$ cat config.mk
export PLATFORM = sky130hd
export DESIGN_NAME = wfa_ctrl
export DESIGN_NICKNAME = d
export VERILOG_FILES = /design/src/hdl/wfa_pkg.sv /design/src/hdl/wfa_ctrl.sv
export SDC_FILE = /design/constraint.sdc
export NUM_CORES = 1
export LEC_CHECK = 0
export ABC_AREA = 1
export BUFFER_PORTS_ARGS = -buffer_cell sky130_fd_sc_hd__buf_2
export CORE_MARGIN = 5
export CORE_UTILIZATION = 48
export CTS_CLUSTER_SIZE = 16
export DETAILED_ROUTE_END_ITERATION = 10
export PLACE_DENSITY_LB_ADDON = 0.05
export SYNTH_ARGS = -nofsm -noshare
export SYNTH_HDL_FRONTEND = slang
export SYNTH_SLANG_ARGS = --single-unit
$ cat constraint.sdc
create_clock -name aclk -period 1.4 [get_ports aclk]
set_clock_uncertainty 0.15 [all_clocks]
set_input_delay 0.21 -clock aclk [delete_from_list [all_inputs] [get_ports aclk]]
set_output_delay 0.21 -clock aclk [all_outputs]
set_load 0.05 [all_outputs]
$ cat src/hdl/wfa_pkg.sv
// Shared types, codes, constants and small tables of the window multiplier.
`timescale 1ns / 1ps

package wfa_pkg;

    localparam int SAMPLE_BITS    = 16;
    localparam int COEF_FRAC_BITS = 16;
    localparam int COEF_W         = COEF_FRAC_BITS + 1;
    localparam int MAX_FRAME      = 4096;
    localparam int IDX_W          = 12;
    localparam int FLEN_W         = 13;
    localparam int MODE_W         = 2;
    localparam int CFG_ADDR_W     = 1;
    localparam int CFG_DATA_W     = 13;
    localparam int DIV_STEPS      = 32;
    localparam int CNT_W          = $clog2(DIV_STEPS);
    localparam int OP_W           = 4;
    localparam int TIDX_W         = 3;

    // register indexes
    localparam logic [CFG_ADDR_W-1:0] CFG_WINDOW_MODE  = 1'b0;
    localparam logic [CFG_ADDR_W-1:0] CFG_FRAME_LENGTH = 1'b1;

    // window modes
    localparam logic [MODE_W-1:0] MODE_RECT     = 2'd0;
    localparam logic [MODE_W-1:0] MODE_HANN     = 2'd1;
    localparam logic [MODE_W-1:0] MODE_HAMMING  = 2'd2;
    localparam logic [MODE_W-1:0] MODE_BLACKMAN = 2'd3;

    // Q30 constants
    localparam logic [31:0] Q30_ONE  = 32'h4000_0000;
    localparam logic [31:0] Q30_PIO2 = 32'd1686629713;
    localparam logic [31:0] Q30_HALF = 32'd536870912;
    localparam logic [31:0] Q30_C054 = 32'd579820585;
    localparam logic [31:0] Q30_C046 = 32'd493921239;
    localparam logic [31:0] Q30_C042 = 32'd450971566;
    localparam logic [31:0] Q30_C008 = 32'd85899346;

    // datapath operations
    localparam logic [OP_W-1:0] OP_NONE = 4'd0;
    localparam logic [OP_W-1:0] OP_LOAD = 4'd1;
    localparam logic [OP_W-1:0] OP_DIV  = 4'd2;
    localparam logic [OP_W-1:0] OP_X    = 4'd3;
    localparam logic [OP_W-1:0] OP_Y    = 4'd4;
    localparam logic [OP_W-1:0] OP_YL   = 4'd5;
    localparam logic [OP_W-1:0] OP_P    = 4'd6;
    localparam logic [OP_W-1:0] OP_Q    = 4'd7;
    localparam logic [OP_W-1:0] OP_C    = 4'd8;
    localparam logic [OP_W-1:0] OP_E    = 4'd9;
    localparam logic [OP_W-1:0] OP_K    = 4'd10;
    localparam logic [OP_W-1:0] OP_W_   = 4'd11;
    localparam logic [OP_W-1:0] OP_CF   = 4'd12;
    localparam logic [OP_W-1:0] OP_OUT  = 4'd13;

    // Horner terms 0..4 divide, term 5 is the closing halving
    localparam logic [TIDX_W-1:0] TERM_LAST = 3'd5;

    typedef struct packed {
        logic [OP_W-1:0]   op;
        logic [TIDX_W-1:0] term_idx;
        logic              second;
    } cmd_t;

    typedef struct packed {
        logic bypass;
        logic blackman;
        logic out_free;
    } stat_t;

    function automatic logic [7:0] term_div(input logic [TIDX_W-1:0] i);
        logic [7:0] d;
        unique case (i)
            3'd0:    d = 8'd132;
            3'd1:    d = 8'd90;
            3'd2:    d = 8'd56;
            3'd3:    d = 8'd30;
            default: d = 8'd12;
        endcase
        return d;
    endfunction

    // floor(2^32 / divisor)
    function automatic logic [28:0] term_recip(input logic [TIDX_W-1:0] i);
        logic [28:0] m;
        unique case (i)
            3'd0:    m = 29'd32537631;
            3'd1:    m = 29'd47721858;
            3'd2:    m = 29'd76695844;
            3'd3:    m = 29'd143165576;
            default: m = 29'd357913941;
        endcase
        return m;
    endfunction

endpackage

$ cat src/hdl/wfa_ctrl.sv
// Sequencer of the window multiplier: steps the datapath through one sample.
`timescale 1ns / 1ps

module wfa_ctrl (
    input  logic           aclk,
    input  logic           aresetn,
    input  logic           s_valid,
    output logic           s_ready,
    input  wfa_pkg::stat_t stat,
    output wfa_pkg::cmd_t  cmd
);

    localparam logic [3:0] ST_IDLE = 4'd0;
    localparam logic [3:0] ST_DIV  = 4'd1;
    localparam logic [3:0] ST_X    = 4'd2;
    localparam logic [3:0] ST_Y    = 4'd3;
    localparam logic [3:0] ST_YL   = 4'd4;
    localparam logic [3:0] ST_P    = 4'd5;
    localparam logic [3:0] ST_Q    = 4'd6;
    localparam logic [3:0] ST_C    = 4'd7;
    localparam logic [3:0] ST_E    = 4'd8;
    localparam logic [3:0] ST_K    = 4'd9;
    localparam logic [3:0] ST_W    = 4'd10;
    localparam logic [3:0] ST_CF   = 4'd11;
    localparam logic [3:0] ST_OUT  = 4'd12;

    logic [3:0]                  state_reg, state_next;
    logic [wfa_pkg::CNT_W-1:0]   cnt_reg, cnt_next;
    logic [wfa_pkg::TIDX_W-1:0]  idx_reg, idx_next;
    logic                        second_reg, second_next;

    // no transfer is taken while reset is held
    assign s_ready = aresetn && (state_reg == ST_IDLE);

    always_comb begin
        state_next   = state_reg;
        cnt_next     = cnt_reg;
        idx_next     = idx_reg;
        second_next  = second_reg;
        cmd.op       = wfa_pkg::OP_NONE;
        cmd.term_idx = idx_reg;
        cmd.second   = second_reg;
        unique case (state_reg)
            ST_IDLE: begin
                if (s_valid && s_ready) begin
                    cmd.op      = wfa_pkg::OP_LOAD;
                    second_next = 1'b0;
                    cnt_next    = '0;
                    state_next  = stat.bypass ? ST_OUT : ST_DIV;
                end
            end
            ST_DIV: begin
                cmd.op   = wfa_pkg::OP_DIV;
                cnt_next = cnt_reg + 1'b1;
                if (cnt_reg == wfa_pkg::CNT_W'(wfa_pkg::DIV_STEPS - 1)) begin
                    state_next = ST_X;
                end
            end
            ST_X: begin
                cmd.op     = wfa_pkg::OP_X;
                state_next = ST_Y;
            end
            ST_Y: begin
                cmd.op     = wfa_pkg::OP_Y;
                state_next = ST_YL;
            end
            ST_YL: begin
                cmd.op     = wfa_pkg::OP_YL;
                idx_next   = '0;
                state_next = ST_P;
            end
            ST_P: begin
                cmd.op     = wfa_pkg::OP_P;
                state_next = (idx_reg == wfa_pkg::TERM_LAST) ? ST_E : ST_Q;
            end
            ST_Q: begin
                cmd.op     = wfa_pkg::OP_Q;
                state_next = ST_C;
            end
            ST_C: begin
                cmd.op     = wfa_pkg::OP_C;
                idx_next   = idx_reg + 1'b1;
                state_next = ST_P;
            end
            ST_E: begin
                cmd.op     = wfa_pkg::OP_E;
                state_next = ST_K;
            end
            ST_K: begin
                cmd.op     = wfa_pkg::OP_K;
                state_next = ST_W;
            end
            ST_W: begin
                cmd.op = wfa_pkg::OP_W_;
                // Blackman needs a second cosine at twice the phase
                if (stat.blackman && !second_reg) begin
                    second_next = 1'b1;
                    state_next  = ST_X;
                end else begin
                    state_next  = ST_CF;
                end
            end
            ST_CF: begin
                cmd.op     = wfa_pkg::OP_CF;
                state_next = ST_OUT;
            end
            ST_OUT: begin
                if (stat.out_free) begin
                    cmd.op     = wfa_pkg::OP_OUT;
                    state_next = ST_IDLE;
                end
            end
            default: begin
                state_next = ST_IDLE;
            end
        endcase
    end

    always_ff @(posedge aclk) begin
        if (!aresetn) begin
            state_reg  <= ST_IDLE;
            cnt_reg    <= '0;
            idx_reg    <= '0;
            second_reg <= 1'b0;
        end else begin
            state_reg  <= state_next;
            cnt_reg    <= cnt_next;
            idx_reg    <= idx_next;
            second_reg <= second_next;
        end
    end

endmodule

==> results_dict.tcl, run 1 <==
set metrics [dict create \
    synth_cell_types 19 \
    slew_viol_final 0 \
    worst_path_max_delay_cell "dfxtp_2" \
    synth.net_count 143 \
    setup_viol 11 \
    cts-hold-fix-buffers 0 \
    start_util_pct 49.1 \
    ys_top_cells_by_count "nand2_1, nor2_1, nand3_1" \
    violations "negative setup slack" \
    final-hold-violation-count 0 \
    worstSetupStartpointType "flip-flop" \
    ys_seq_area_share_pct 31.4 \
    syn_inst 133 \
    drt_wl_total_um 2990 \
    p_leak_nw 0.722 \
    wl_per_cell_um 15.1 \
    grt_start_max_net_pins 11 \
    grt_pass1_vias 1080 \
    wl_met2_um 1560 \
    coreArea_um2 1690 \
    irDropWorstVdd_mv 1.02 \
    r2r_slack_ns -0.18 \
    hold_path_class "primary input to flip-flop" \
    gr-total-overflow 0 \
    fin_util_pct 85.2 \
    slew-limit-headroom_pct 81.2 \
    first_iter_violations 31 \
    cts_max_path_buffers 2 \
    r2r_end "state_reg[1]$_SDFFE_PN0P_" \
    met1_length_um 1130 \
    clockRootBuffer "clkbuf_4" \
    dr.pass1.iters 4 \
    die_w_um 51.6 \
    synth_edf_count 0 \
    r2r-start "state_reg[1]$_SDFFE_PN0P_" \
    dp_slack_ns -0.129 \
    worst_pin_slew_ns 0.281 \
    setup.worst_path.class "flip-flop to output pin" \
    synth_top_area_share_pct 31.4 \
    end_kind "output pin" \
    largest_reg_flops 5 \
    clkLatencyLatePin_ns 0.29 \
    fp-row-count 15 \
    hpwl_um 1820 \
    synth_top_area_cell "dfxtp_1" \
    n_antenna_cell 0 \
    grt_setup_unrepaired "yes" \
    setup_slack_ns -0.299 \
    clkSinkCount 13 \
    drtAntennaViolNets 0 \
    grt_pass1_wl_um 4450 \
    drc_errors 0 \
    cp_cell_sequence "nor2_2, nand2_2, nor2_4, nand2_4, nand3_4, buf_8" \
    async_flop_share_pct 0 \
    crit_end "cmd[4]" \
    cap_violations 0 \
    cts_tree "built" \
    die_h_um 51.6 \
    rr_worst_depth 12 \
    yosysWarnings 0 \
    htree_levels 1 \
    routed.top_layer "met4" \
    num_vias 1102 \
    status "finished with violations" \
    power.density_nw_per_um2 2050 \
    crit_fanout 3 \
    synth_ff_type "dfxtp_1" \
    crit_path_max_incr_delay_ns 0.37 \
    synth_area_leaders "dfxtp_1, nand2_1, nand3_1, nor2_1, a21oi_1" \
    yosysMostFrequentCell "nand2_1" \
    die_area_um2 2660 \
    viasPerCell 5.57 \
    top_level_ports 15 \
    crit_arrival_ns 1.34 \
    period_share_pct 121 \
    port_buffers 14 \
    syn_area_um2 830 \
    synth.avg_cell_area_um2 6.24 \
    route.met3.wl_um 142 \
    area_growth_pct 73.5 \
    antenna_found_initial 0 \
    drive_gt1_share_pct 60.2 \
    crit_start "state_reg[3]$_SDFFE_PN0P_" \
    max_freq_mhz 589 \
    gp_congestion 0.878 \
    power_w 0.00295 \
    min_period_ns 1.70 \
    finalNetCount 192 \
    worstPathRequired_ns 1.04 \
    ys_ff_latch 13 \
    cts_made_buffers 3 \
    clk_pin_slew_ns 0.09 \
    grt_use_total_pct 22.5 \
]
area by class of cell:
type,count,area (um2)
clock buffers,4,26.3
fillers,95,250
inverters,17,68.8
multi-input cells,101,681
flip-flops and latches,13,278
well taps,17,21.3
repair buffers,46,364
power by group:
part	switching, W	internal [W]
registers	0.0000969	0.000451
logic	0.00121	0.000937
clock network	0.000141	0.000111
total	0.00145	0.00150
cells by family (layout without fill, tap and decap cells):
logic type	Yosys count	in the layout	synth area share (%)
simple gates	79	79	42.2
buf+inv	19	67	9.05
flops	13	13	31.4
fa+ha+maj	4	4	6.03
compound gates	18	18	11.3
layout by cell type (no fill, tap or decap), drive strengths merged:
cell type / Yosys / final
ha: 4 / 4
nand3: 17 / 17
o211ai: 1 / 1
o21ai: 4 / 4
dfxtp: 13 / 13
buf: 1 / 46
nor2: 23 / 23
a21oi: 12 / 12
or2: 2 / 2
clkbuf: 1 / 4
a31oi: 1 / 1
nand2: 37 / 37
inv: 17 / 17
metrics by stage:
| stage | instance area [um2] | setup TNS (ns) | std cells | hold WS, ns |
|---|---|---|---|---|
| finish | 1440 | -1.94 | 198 | 0.144 |
| global route | 1440 | -2.88 | 198 | 0.156 |
| CTS | 1280 | -1.61 | 195 | 0.126 |
| detailed placement | 1120 | -0.797 | 184 | 0.324 |
| global placement | 1120 | -0.547 | 184 | 0.310 |
| floorplan | 878 | -0.623 | 133 | 0.179 |
worst max-delay path, delay by kind of cell, from the launching register on:
| family | cells | cell delay (ns) |
|---|---|---|
| AND/OR/NAND/NOR | 5 | 0.52 |
| flip-flops | 1 | 0.37 |
| buffers and inverters | 1 | 0.14 |
routing by layer:
layer	track usage [%]	up-vias
li1	-	526
met1	24.5	517
met2	41.9	45
met3	2.01	14
met4	12.7	0
met5	0	-
worst min path at each step:
| stage | to | slack (ns) | cells after the start | startpoint |
|---|---|---|---|---|
| finish | cnt_reg[0]$_SDFFE_PN0P_ | 0.14 | 4 | aresetn |
| global route | cnt_reg[0]$_SDFFE_PN0P_ | 0.16 | 4 | aresetn |
| CTS | state_reg[2]$_SDFFE_PN0P_ | 0.13 | 4 | stat[0] |
| detailed placement | idx_reg[1]$_SDFFE_PN0P_ | 0.32 | 2 | idx_reg[1]$_SDFFE_PN0P_ |
| global placement | idx_reg[0]$_SDFFE_PN0P_ | 0.31 | 1 | idx_reg[0]$_SDFFE_PN0P_ |
| floorplan | second_reg$_SDFFE_PN0P_ | 0.18 | 2 | aresetn |
repair_timing:
| item | in CTS | in global routing |
|---|---|---|
| pin swaps | 12 | 10 |
| gates resized for setup | 29 | 38 |
| hold endpoints to repair | 0 | 0 |
| setup endpoints to repair | 10 | 16 |
| setup buffers | 8 | 4 |
(Power assumes the default switching activity.)
==> run 2, diff against run 1 <==
--- a/config.mk
+++ b/config.mk
@@ -5,10 +5,10 @@
 export SDC_FILE = /design/constraint.sdc
 export NUM_CORES = 1
 export LEC_CHECK = 0
-export ABC_AREA = 1
+export ABC_AREA = 0
 export BUFFER_PORTS_ARGS = -buffer_cell sky130_fd_sc_hd__buf_2
 export CORE_MARGIN = 5
-export CORE_UTILIZATION = 48
+export CORE_UTILIZATION = 49
 export CTS_CLUSTER_SIZE = 16
 export DETAILED_ROUTE_END_ITERATION = 10
 export PLACE_DENSITY_LB_ADDON = 0.05
==> constraint.sdc (replaced) <==
create_clock -name aclk -period 1.4 [get_ports aclk]
set_clock_uncertainty 0.15 [all_clocks]
set_input_delay 0.21 -clock aclk [delete_from_list [all_inputs] [get_ports aclk]]
set_output_delay 0.21 -clock aclk [all_outputs]
set_load 0.1 [all_outputs]
==> run 2 against run 1 <==
Effect of this change: the flow now stops in 4_1_cts; synthesized area is 8.3% higher; synthesized cell count is 14% lower.
==> results_dict.tcl, run 2 <==
set metrics [dict create \
    top_level_ports 15 \
    synth_cell_types 38 \
    lastStage "4_1_cts" \
    htree_levels 1 \
    synth.net_count 125 \
    synth_top_area_share_pct 29.0 \
    cts_setup_buffers 13 \
    syn_inst 115 \
    clockRootBuffer "clkbuf_4" \
    die_w_um 52.8 \
    postPlaceCellArea_um2 1420 \
    port_buffers 14 \
    cts-hold-fix-buffers 0 \
    synth_top_area_cell "dfxtp_1" \
    die_h_um 52.8 \
    synth_area_leaders "dfxtp_1, ha_1, nand2_1, o21ai_0, nor2b_1" \
    hpwl_um 1930 \
    ys_seq_area_share_pct 29.0 \
    ys_ff_latch 13 \
    fp-row-count 15 \
    post_cts_resized 54 \
    syn_area_um2 898 \
    cts_made_buffers 3 \
    gp_congestion 0.835 \
    error_line "[ERROR DPL-0038] Utilization greater than 100%, impossible to legalize" \
    synth.avg_cell_area_um2 7.81 \
    start_util_pct 52.0 \
    cts_max_path_buffers 2 \
    ys_top_cells_by_count "dfxtp_1, nand2_1, o21ai_0" \
    synth_ff_type "dfxtp_1" \
    status "stopped before the end" \
    async_flop_share_pct 0 \
    clkSinkCount 13 \
    yosysWarnings 0 \
    synth_edf_count 0 \
]
## run 2: per-stage QoR
stage	setup TNS (ns)	cells	hold slack [ns]	setup slack (ns)
floorplan	-1.89	115	0.199	-0.467
global placement	-1.18	172	0.352	-0.145
detailed placement	-1.75	172	0.366	-0.259
## run 2: cell families after synthesis
family,count (synthesis),synth area share (%)
flip-flops,13,29.0
adder cells (fa/ha/maj),4,5.57
XOR/XNOR,1,0.975
buffers and inverters,11,6.13
multiplexers,1,1.11
AND/OR/NAND/NOR,48,29.8
AO/OA/AOI/OAI,37,27.4
==> run 3, diff against run 2 <==
--- a/config.mk
+++ b/config.mk
@@ -7,11 +7,10 @@
 export LEC_CHECK = 0
 export ABC_AREA = 0
 export BUFFER_PORTS_ARGS = -buffer_cell sky130_fd_sc_hd__buf_2
-export CORE_MARGIN = 5
-export CORE_UTILIZATION = 49
-export CTS_CLUSTER_SIZE = 16
+export CORE_AREA = 5 5 66 68
 export DETAILED_ROUTE_END_ITERATION = 10
-export PLACE_DENSITY_LB_ADDON = 0.05
+export DIE_AREA = 0 0 71 73
+export PLACE_DENSITY_LB_ADDON = 0.15
 export SYNTH_ARGS = -nofsm -noshare
 export SYNTH_HDL_FRONTEND = slang
 export SYNTH_SLANG_ARGS = --single-unit
==> constraint.sdc (replaced) <==
create_clock -name aclk -period 1.8 [get_ports aclk]
set_clock_uncertainty 0.15 [all_clocks]
set_input_delay 0.27 -clock aclk [delete_from_list [all_inputs] [get_ports aclk]]
set_output_delay 0.27 -clock aclk [all_outputs]
set_load 0.1 [all_outputs]
==> run 3 against run 2 <==
Effect of this change: the flow now finishes without violations; synthesized area unchanged; synthesized cell count unchanged.
==> results_dict.tcl, run 3 <==
set metrics [dict create \
    worstSetupStartpointType "flip-flop" \
    synth.avg_cell_area_um2 7.81 \
    worst_pin_slew_ns 0.486 \
    synth_cell_types 38 \
    mostFrequentLayoutCells "nand2_1, buf_4, buf_2" \
    crit_start "state_reg[1]$_SDFFE_PN0P_" \
    cts_tree "built" \
    ys_ff_latch 13 \
    crit_family "flip-flops" \
    cp_cell_sequence "nor3_4, buf_4, a221oi_4, buf_12" \
    drc_errors 0 \
    min-delay-start "stat[2]" \
    syn_area_um2 898 \
    top_level_ports 15 \
    first_iter_violations 52 \
    clockRootBuffer "clkbuf_8" \
    fin_util_pct 35.2 \
    rr_worst_depth 7 \
    num_vias 963 \
    max_freq_mhz 568 \
    finalNetCount 149 \
    cp.depth 4 \
    crit_fanout 8 \
    min_period_ns 1.76 \
    viasPerCell 5.12 \
    synth_edf_count 0 \
    r2r-start "cnt_reg[0]$_SDFFE_PN0P_" \
    antenna_found_initial 0 \
    gr-total-overflow 0 \
    area_growth_pct 49.0 \
    slew-limit-headroom_pct 67.8 \
    synth_top_area_share_pct 29.0 \
    syn_inst 115 \
    coreArea_um2 3800 \
    fp-row-count 23 \
    die_w_um 71 \
    hold_path_depth 4 \
    synth_top_area_cell "dfxtp_1" \
    ys_top_cells_by_count "dfxtp_1, nand2_1, o21ai_0" \
    drive_gt1_share_pct 39.1 \
    setup.worst_path.class "flip-flop to output pin" \
    hpwl_um 1800 \
    n_antenna_cell 0 \
    clkLatencyLatePin_ns 0.25 \
    crit_arrival_ns 1.34 \
    grt_pass1_wl_um 4020 \
    synth_ff_type "dfxtp_1" \
    grt_pass1_vias 882 \
    gp_congestion 0.805 \
    period_share_pct 97.8 \
    largest_reg_flops 5 \
    setup_slack_ns 0.0404 \
    n_fill_cell 394 \
    setup_viol 0 \
    power.density_nw_per_um2 1810 \
    final-hold-violation-count 0 \
    clk_pin_slew_ns 0.05 \
    htree_levels 1 \
    crit_path_max_incr_delay_ns 0.41 \
    clkSinkCount 13 \
    slew_viol_final 0 \
    cts_max_path_buffers 2 \
    dr.pass1.iters 4 \
    async_flop_share_pct 0 \
    yosysWarnings 0 \
    irDropWorstVdd_mv 0.984 \
    multi_input_area_um2 676 \
    cp_num_buf_inv 2 \
    grt_use_total_pct 9.82 \
    synth_area_leaders "dfxtp_1, ha_1, nand2_1, o21ai_0, nor2b_1" \
    status "complete, no violations" \
    ys_seq_area_share_pct 29.0 \
    die_h_um 73 \
    final_common_cell "nand2_1" \
    cts_made_buffers 3 \
    layout.area.seq_um2 282 \
    die_area_um2 5180 \
    worstPathRequired_ns 1.38 \
    synth.net_count 125 \
    worst_path_max_delay_cell "dfxtp_4" \
    dp_slack_ns 0.0790 \
    drtAntennaViolNets 0 \
    p_leak_nw 0.508 \
    port_buffers 14 \
    end_kind "output pin" \
    wl_per_cell_um 12.9 \
    power_w 0.00242 \
    grt_start_max_net_pins 16 \
    hold_path_class "primary input to flip-flop" \
    cap_violations 0 \
    drt_wl_total_um 2430 \
    start_util_pct 23.6 \
]
## run 3: repair_timing
action,in CTS,in global routing
hold buffers,0,0
gates cloned,0,0
resized for setup,9,12
pin swaps,1,2
setup buffers,0,6
endpoints found under the setup margin,5,7
## run 3: final timing paths
| path | endpoint | slack [ns] |
|---|---|---|
| worst min register to register | idx_reg[1]$_SDFFE_PN0P_ | 0.33 |
| worst max-delay path | cmd[4] | 0.04 |
| worst max register to register | state_reg[2]$_SDFFE_PN0P_ | 0.13 |
| worst min-delay path | state_reg[0]$_SDFFE_PN0P_ | 0.28 |
## run 3: area by class of cell
type / count / area share, %
Clock buffer: 4 / 3.36
Inverter: 3 / 1.12
Multi-Input combinational cell: 91 / 50.5
Sequential cell: 13 / 21.0
Tap cell: 50 / 4.67
Timing Repair Buffer: 27 / 19.3
## run 3: stage by stage
stage | cells | hold slack (ns) | setup TNS, ns | area [um2]
2_1_floorplan | 115 | 0.260 | -0.521 | 970
3_3_place_gp | 178 | 0.319 | 0 | 1180
3_5_place_dp | 178 | 0.323 | 0 | 1180
4_1_cts | 182 | 0.269 | -0.0157 | 1240
5_1_grt | 188 | 0.290 | -0.00192 | 1340
6_report | 188 | 0.282 | 0 | 1340
## run 3: worst register-to-register path: cells and delay by family, from the launching register on
kind	cells	cell delay (ns)
compound gates	3	0.39
fa+ha+maj	2	0.42
flops	1	0.34
simple gates	2	0.25
## run 3: logic make-up (layout without fill, tap and decap cells)
| group | count (synthesis) | count (layout) | share of synthesized area, % |
|---|---|---|---|
| flip-flops | 13 | 13 | 29.0 |
| AND/OR/NAND/NOR | 48 | 48 | 29.8 |
| multiplexers | 1 | 1 | 1.11 |
| buffers and inverters | 11 | 34 | 6.13 |
| AO/OA/AOI/OAI | 37 | 37 | 27.4 |
| XOR/XNOR | 1 | 1 | 0.975 |
| adder cells (fa/ha/maj) | 4 | 4 | 5.57 |
## run 3: report_power, final
part	leakage, nW	internal, W	total (W)	switching [W]
combinational	0.375	0.000700	0.00169	0.000991
clock	0.0228	0.000157	0.000270	0.000113
sequential	0.110	0.000355	0.000456	0.000102
total	0.508	0.00121	0.00242	0.00121
## run 3: metal layers
metal	GRT usage, %	wire length, um	up-vias
met1	11.5	1080	464
met3	2.07	129	5
met2	16.9	1170	30
met5	0	0	-
met4	5.01	49	0
li1	-	-	464
==> run 4, diff against run 3 <==
--- a/config.mk
+++ b/config.mk
@@ -5,7 +5,7 @@
 export SDC_FILE = /design/constraint.sdc
 export NUM_CORES = 1
 export LEC_CHECK = 0
-export ABC_AREA = 0
+export ABC_AREA = 1
 export BUFFER_PORTS_ARGS = -buffer_cell sky130_fd_sc_hd__buf_2
 export CORE_AREA = 5 5 66 68
 export DETAILED_ROUTE_END_ITERATION = 10
==> run 4 against run 3 <==
Effect of this change: sequential power shrank 8.6%; clock power is 1% lower; cell count rose by 9.0%; highest routed layer unchanged; flip-flop and latch count did not move.
==> results_dict.tcl, run 4 (same netlist as run 1, synthesis figures left out) <==
set metrics [dict create \
    slew-limit-headroom_pct 67.6 \
    status "complete, no violations" \
    die_h_um 73 \
    slew_viol_final 0 \
    worst_path_max_delay_cell "dfxtp_4" \
    met1_length_um 911 \
    coreArea_um2 3800 \
    viasPerCell 4.35 \
    crit_arrival_ns 1.35 \
    min_period_ns 1.77 \
    hold_path_class "primary input to flip-flop" \
    port_buffers 14 \
    worst_pin_slew_ns 0.489 \
    cts_max_path_buffers 2 \
    drive_gt1_share_pct 32.9 \
    n_fill_cell 423 \
    power.density_nw_per_um2 1850 \
    mostFrequentLayoutCells "nand2_1, nor2_1, nand3_1" \
    end_kind "output pin" \
    dr.pass1.iters 4 \
    cts-hold-fix-buffers 0 \
    fp-row-count 23 \
    p_leak_nw 0.572 \
    r2r_slack_ns 0.18 \
    grt_start_max_net_pins 11 \
    grt_pass1_vias 800 \
    die_w_um 71 \
    area_growth_pct 42.2 \
    n_antenna_cell 0 \
    tns_ns 0 \
    max_freq_mhz 566 \
    first_iter_violations 104 \
    dp_slack_ns 0.133 \
    grt_use_total_pct 8.78 \
    wl_met2_um 1100 \
    irDropWorstVdd_mv 0.392 \
    design_area_um2 1180 \
    power_w 0.00219 \
    drc_errors 0 \
    htree_levels 1 \
    cts_tree "built" \
    period_share_pct 98.1 \
    final-hold-violation-count 0 \
    final_common_cell "nand2_1" \
    clkSinkCount 13 \
    gr-total-overflow 0 \
    grt_setup_unrepaired "yes" \
    die_area_um2 5180 \
    worstSetupStartpointType "flip-flop" \
    wl_per_cell_um 10.5 \
    start_util_pct 21.8 \
    drtAntennaViolNets 0 \
    hpwl_um 1730 \
    drt_wl_total_um 2150 \
    cp_num_buf_inv 2 \
    setup.worst_path.class "flip-flop to output pin" \
    num_vias 891 \
    antenna_found_initial 0 \
    timing.hold.ws_ns 0.158 \
    gp_congestion 0.847 \
    top_level_ports 15 \
    routed.top_layer "met4" \
    clkLatencyLatePin_ns 0.25 \
    worstPathRequired_ns 1.38 \
    route.met3.wl_um 92 \
    clockRootBuffer "clkbuf_8" \
    largest_reg_flops 5 \
    cts_made_buffers 3 \
    grt_pass1_wl_um 3570 \
    postPlaceCellArea_um2 1080 \
    setup_viol 0 \
    cp_cell_sequence "inv_2, nand2_2, o211ai_1, nand3_4, buf_12" \
    crit_fanout 6 \
    clk_pin_slew_ns 0.06 \
    setup_slack_ns 0.0343 \
    cap_violations 0 \
    crit_path_max_incr_delay_ns 0.37 \
    crit_family "flip-flops" \
    finalNetCount 166 \
]
[run 4: cell count changes in the layout (fill, tap and decap cells not counted), sizes merged, moves of 6 or more]
cell   before  now
nand2      13   37
nor2        4   23
inv         2   17
nand3       3   17
o21ai      12    4
buf        27   20
a21oi       6   12
nor2b       6    0
[run 4: worst register-to-register path, stage by stage, from the launching register on]
cell	delay, ns
dfxtp_1	0.35
ha_1	0.17
nand2_1	0.07
nor2_1	0.10
ha_1	0.15
inv_1	0.04
nand3_1	0.09
nand2_1	0.07
nor2_2	0.16
nand2_1	0.07
a21oi_1	0.12
[run 4: final timing paths]
path	startpoint	end	depth (start not counted)
setup reg to reg	cnt_reg[1]$_SDFFE_PN0P_	state_reg[3]$_SDFFE_PN0P_	10
hold / removal	aresetn	second_reg$_SDFFE_PN0P_	3
setup / recovery	state_reg[2]$_SDFFE_PN0P_	cmd[4]	5
hold reg to reg	cnt_reg[0]$_SDFFE_PN0P_	cnt_reg[0]$_SDFFE_PN0P_	1
[run 4: layout make-up]
class / instances / area [um2] / share of cell area, %
Inverter: 17 / 63.8 / 5.41
Timing Repair Buffer: 20 / 190 / 16.1
Sequential cell: 13 / 272 / 23.0
Tap cell: 50 / 62.6 / 5.30
Multi-Input combinational cell: 101 / 547 / 46.3
Clock buffer: 4 / 45.0 / 3.82
[run 4: per-layer routing]
layer,up-vias,track usage [%]
met2,18,15.0
met4,0,4.38
met5,-,0
met3,7,2.07
li1,469,-
met1,397,10.2
[run 4: stage by stage]
stage / util [%] / std cells
after floorplan: - / 133
after global placement: 28.6 / 197
after detailed placement: 28.6 / 197
after CTS: 30.8 / 205
after global routing: 31.1 / 205
final: 31.1 / 205
[run 4: what timing repair did]
action / 4_1_cts / 5_1_grt
buffers inserted: 4 / 0
pin swaps: 3 / 1
resized for setup: 5 / 6
setup endpoints to repair: 3 / 4
[run 4: power breakdown]
part	leakage [nW]	total [W]	switching (W)	internal (W)
Clock	0.0228	0.000266	0.000110	0.000157
Combinational	0.441	0.00150	0.000998	0.000505
Sequential	0.109	0.000417	0.0000683	0.000348
Total	0.572	0.00219	0.00118	0.00101
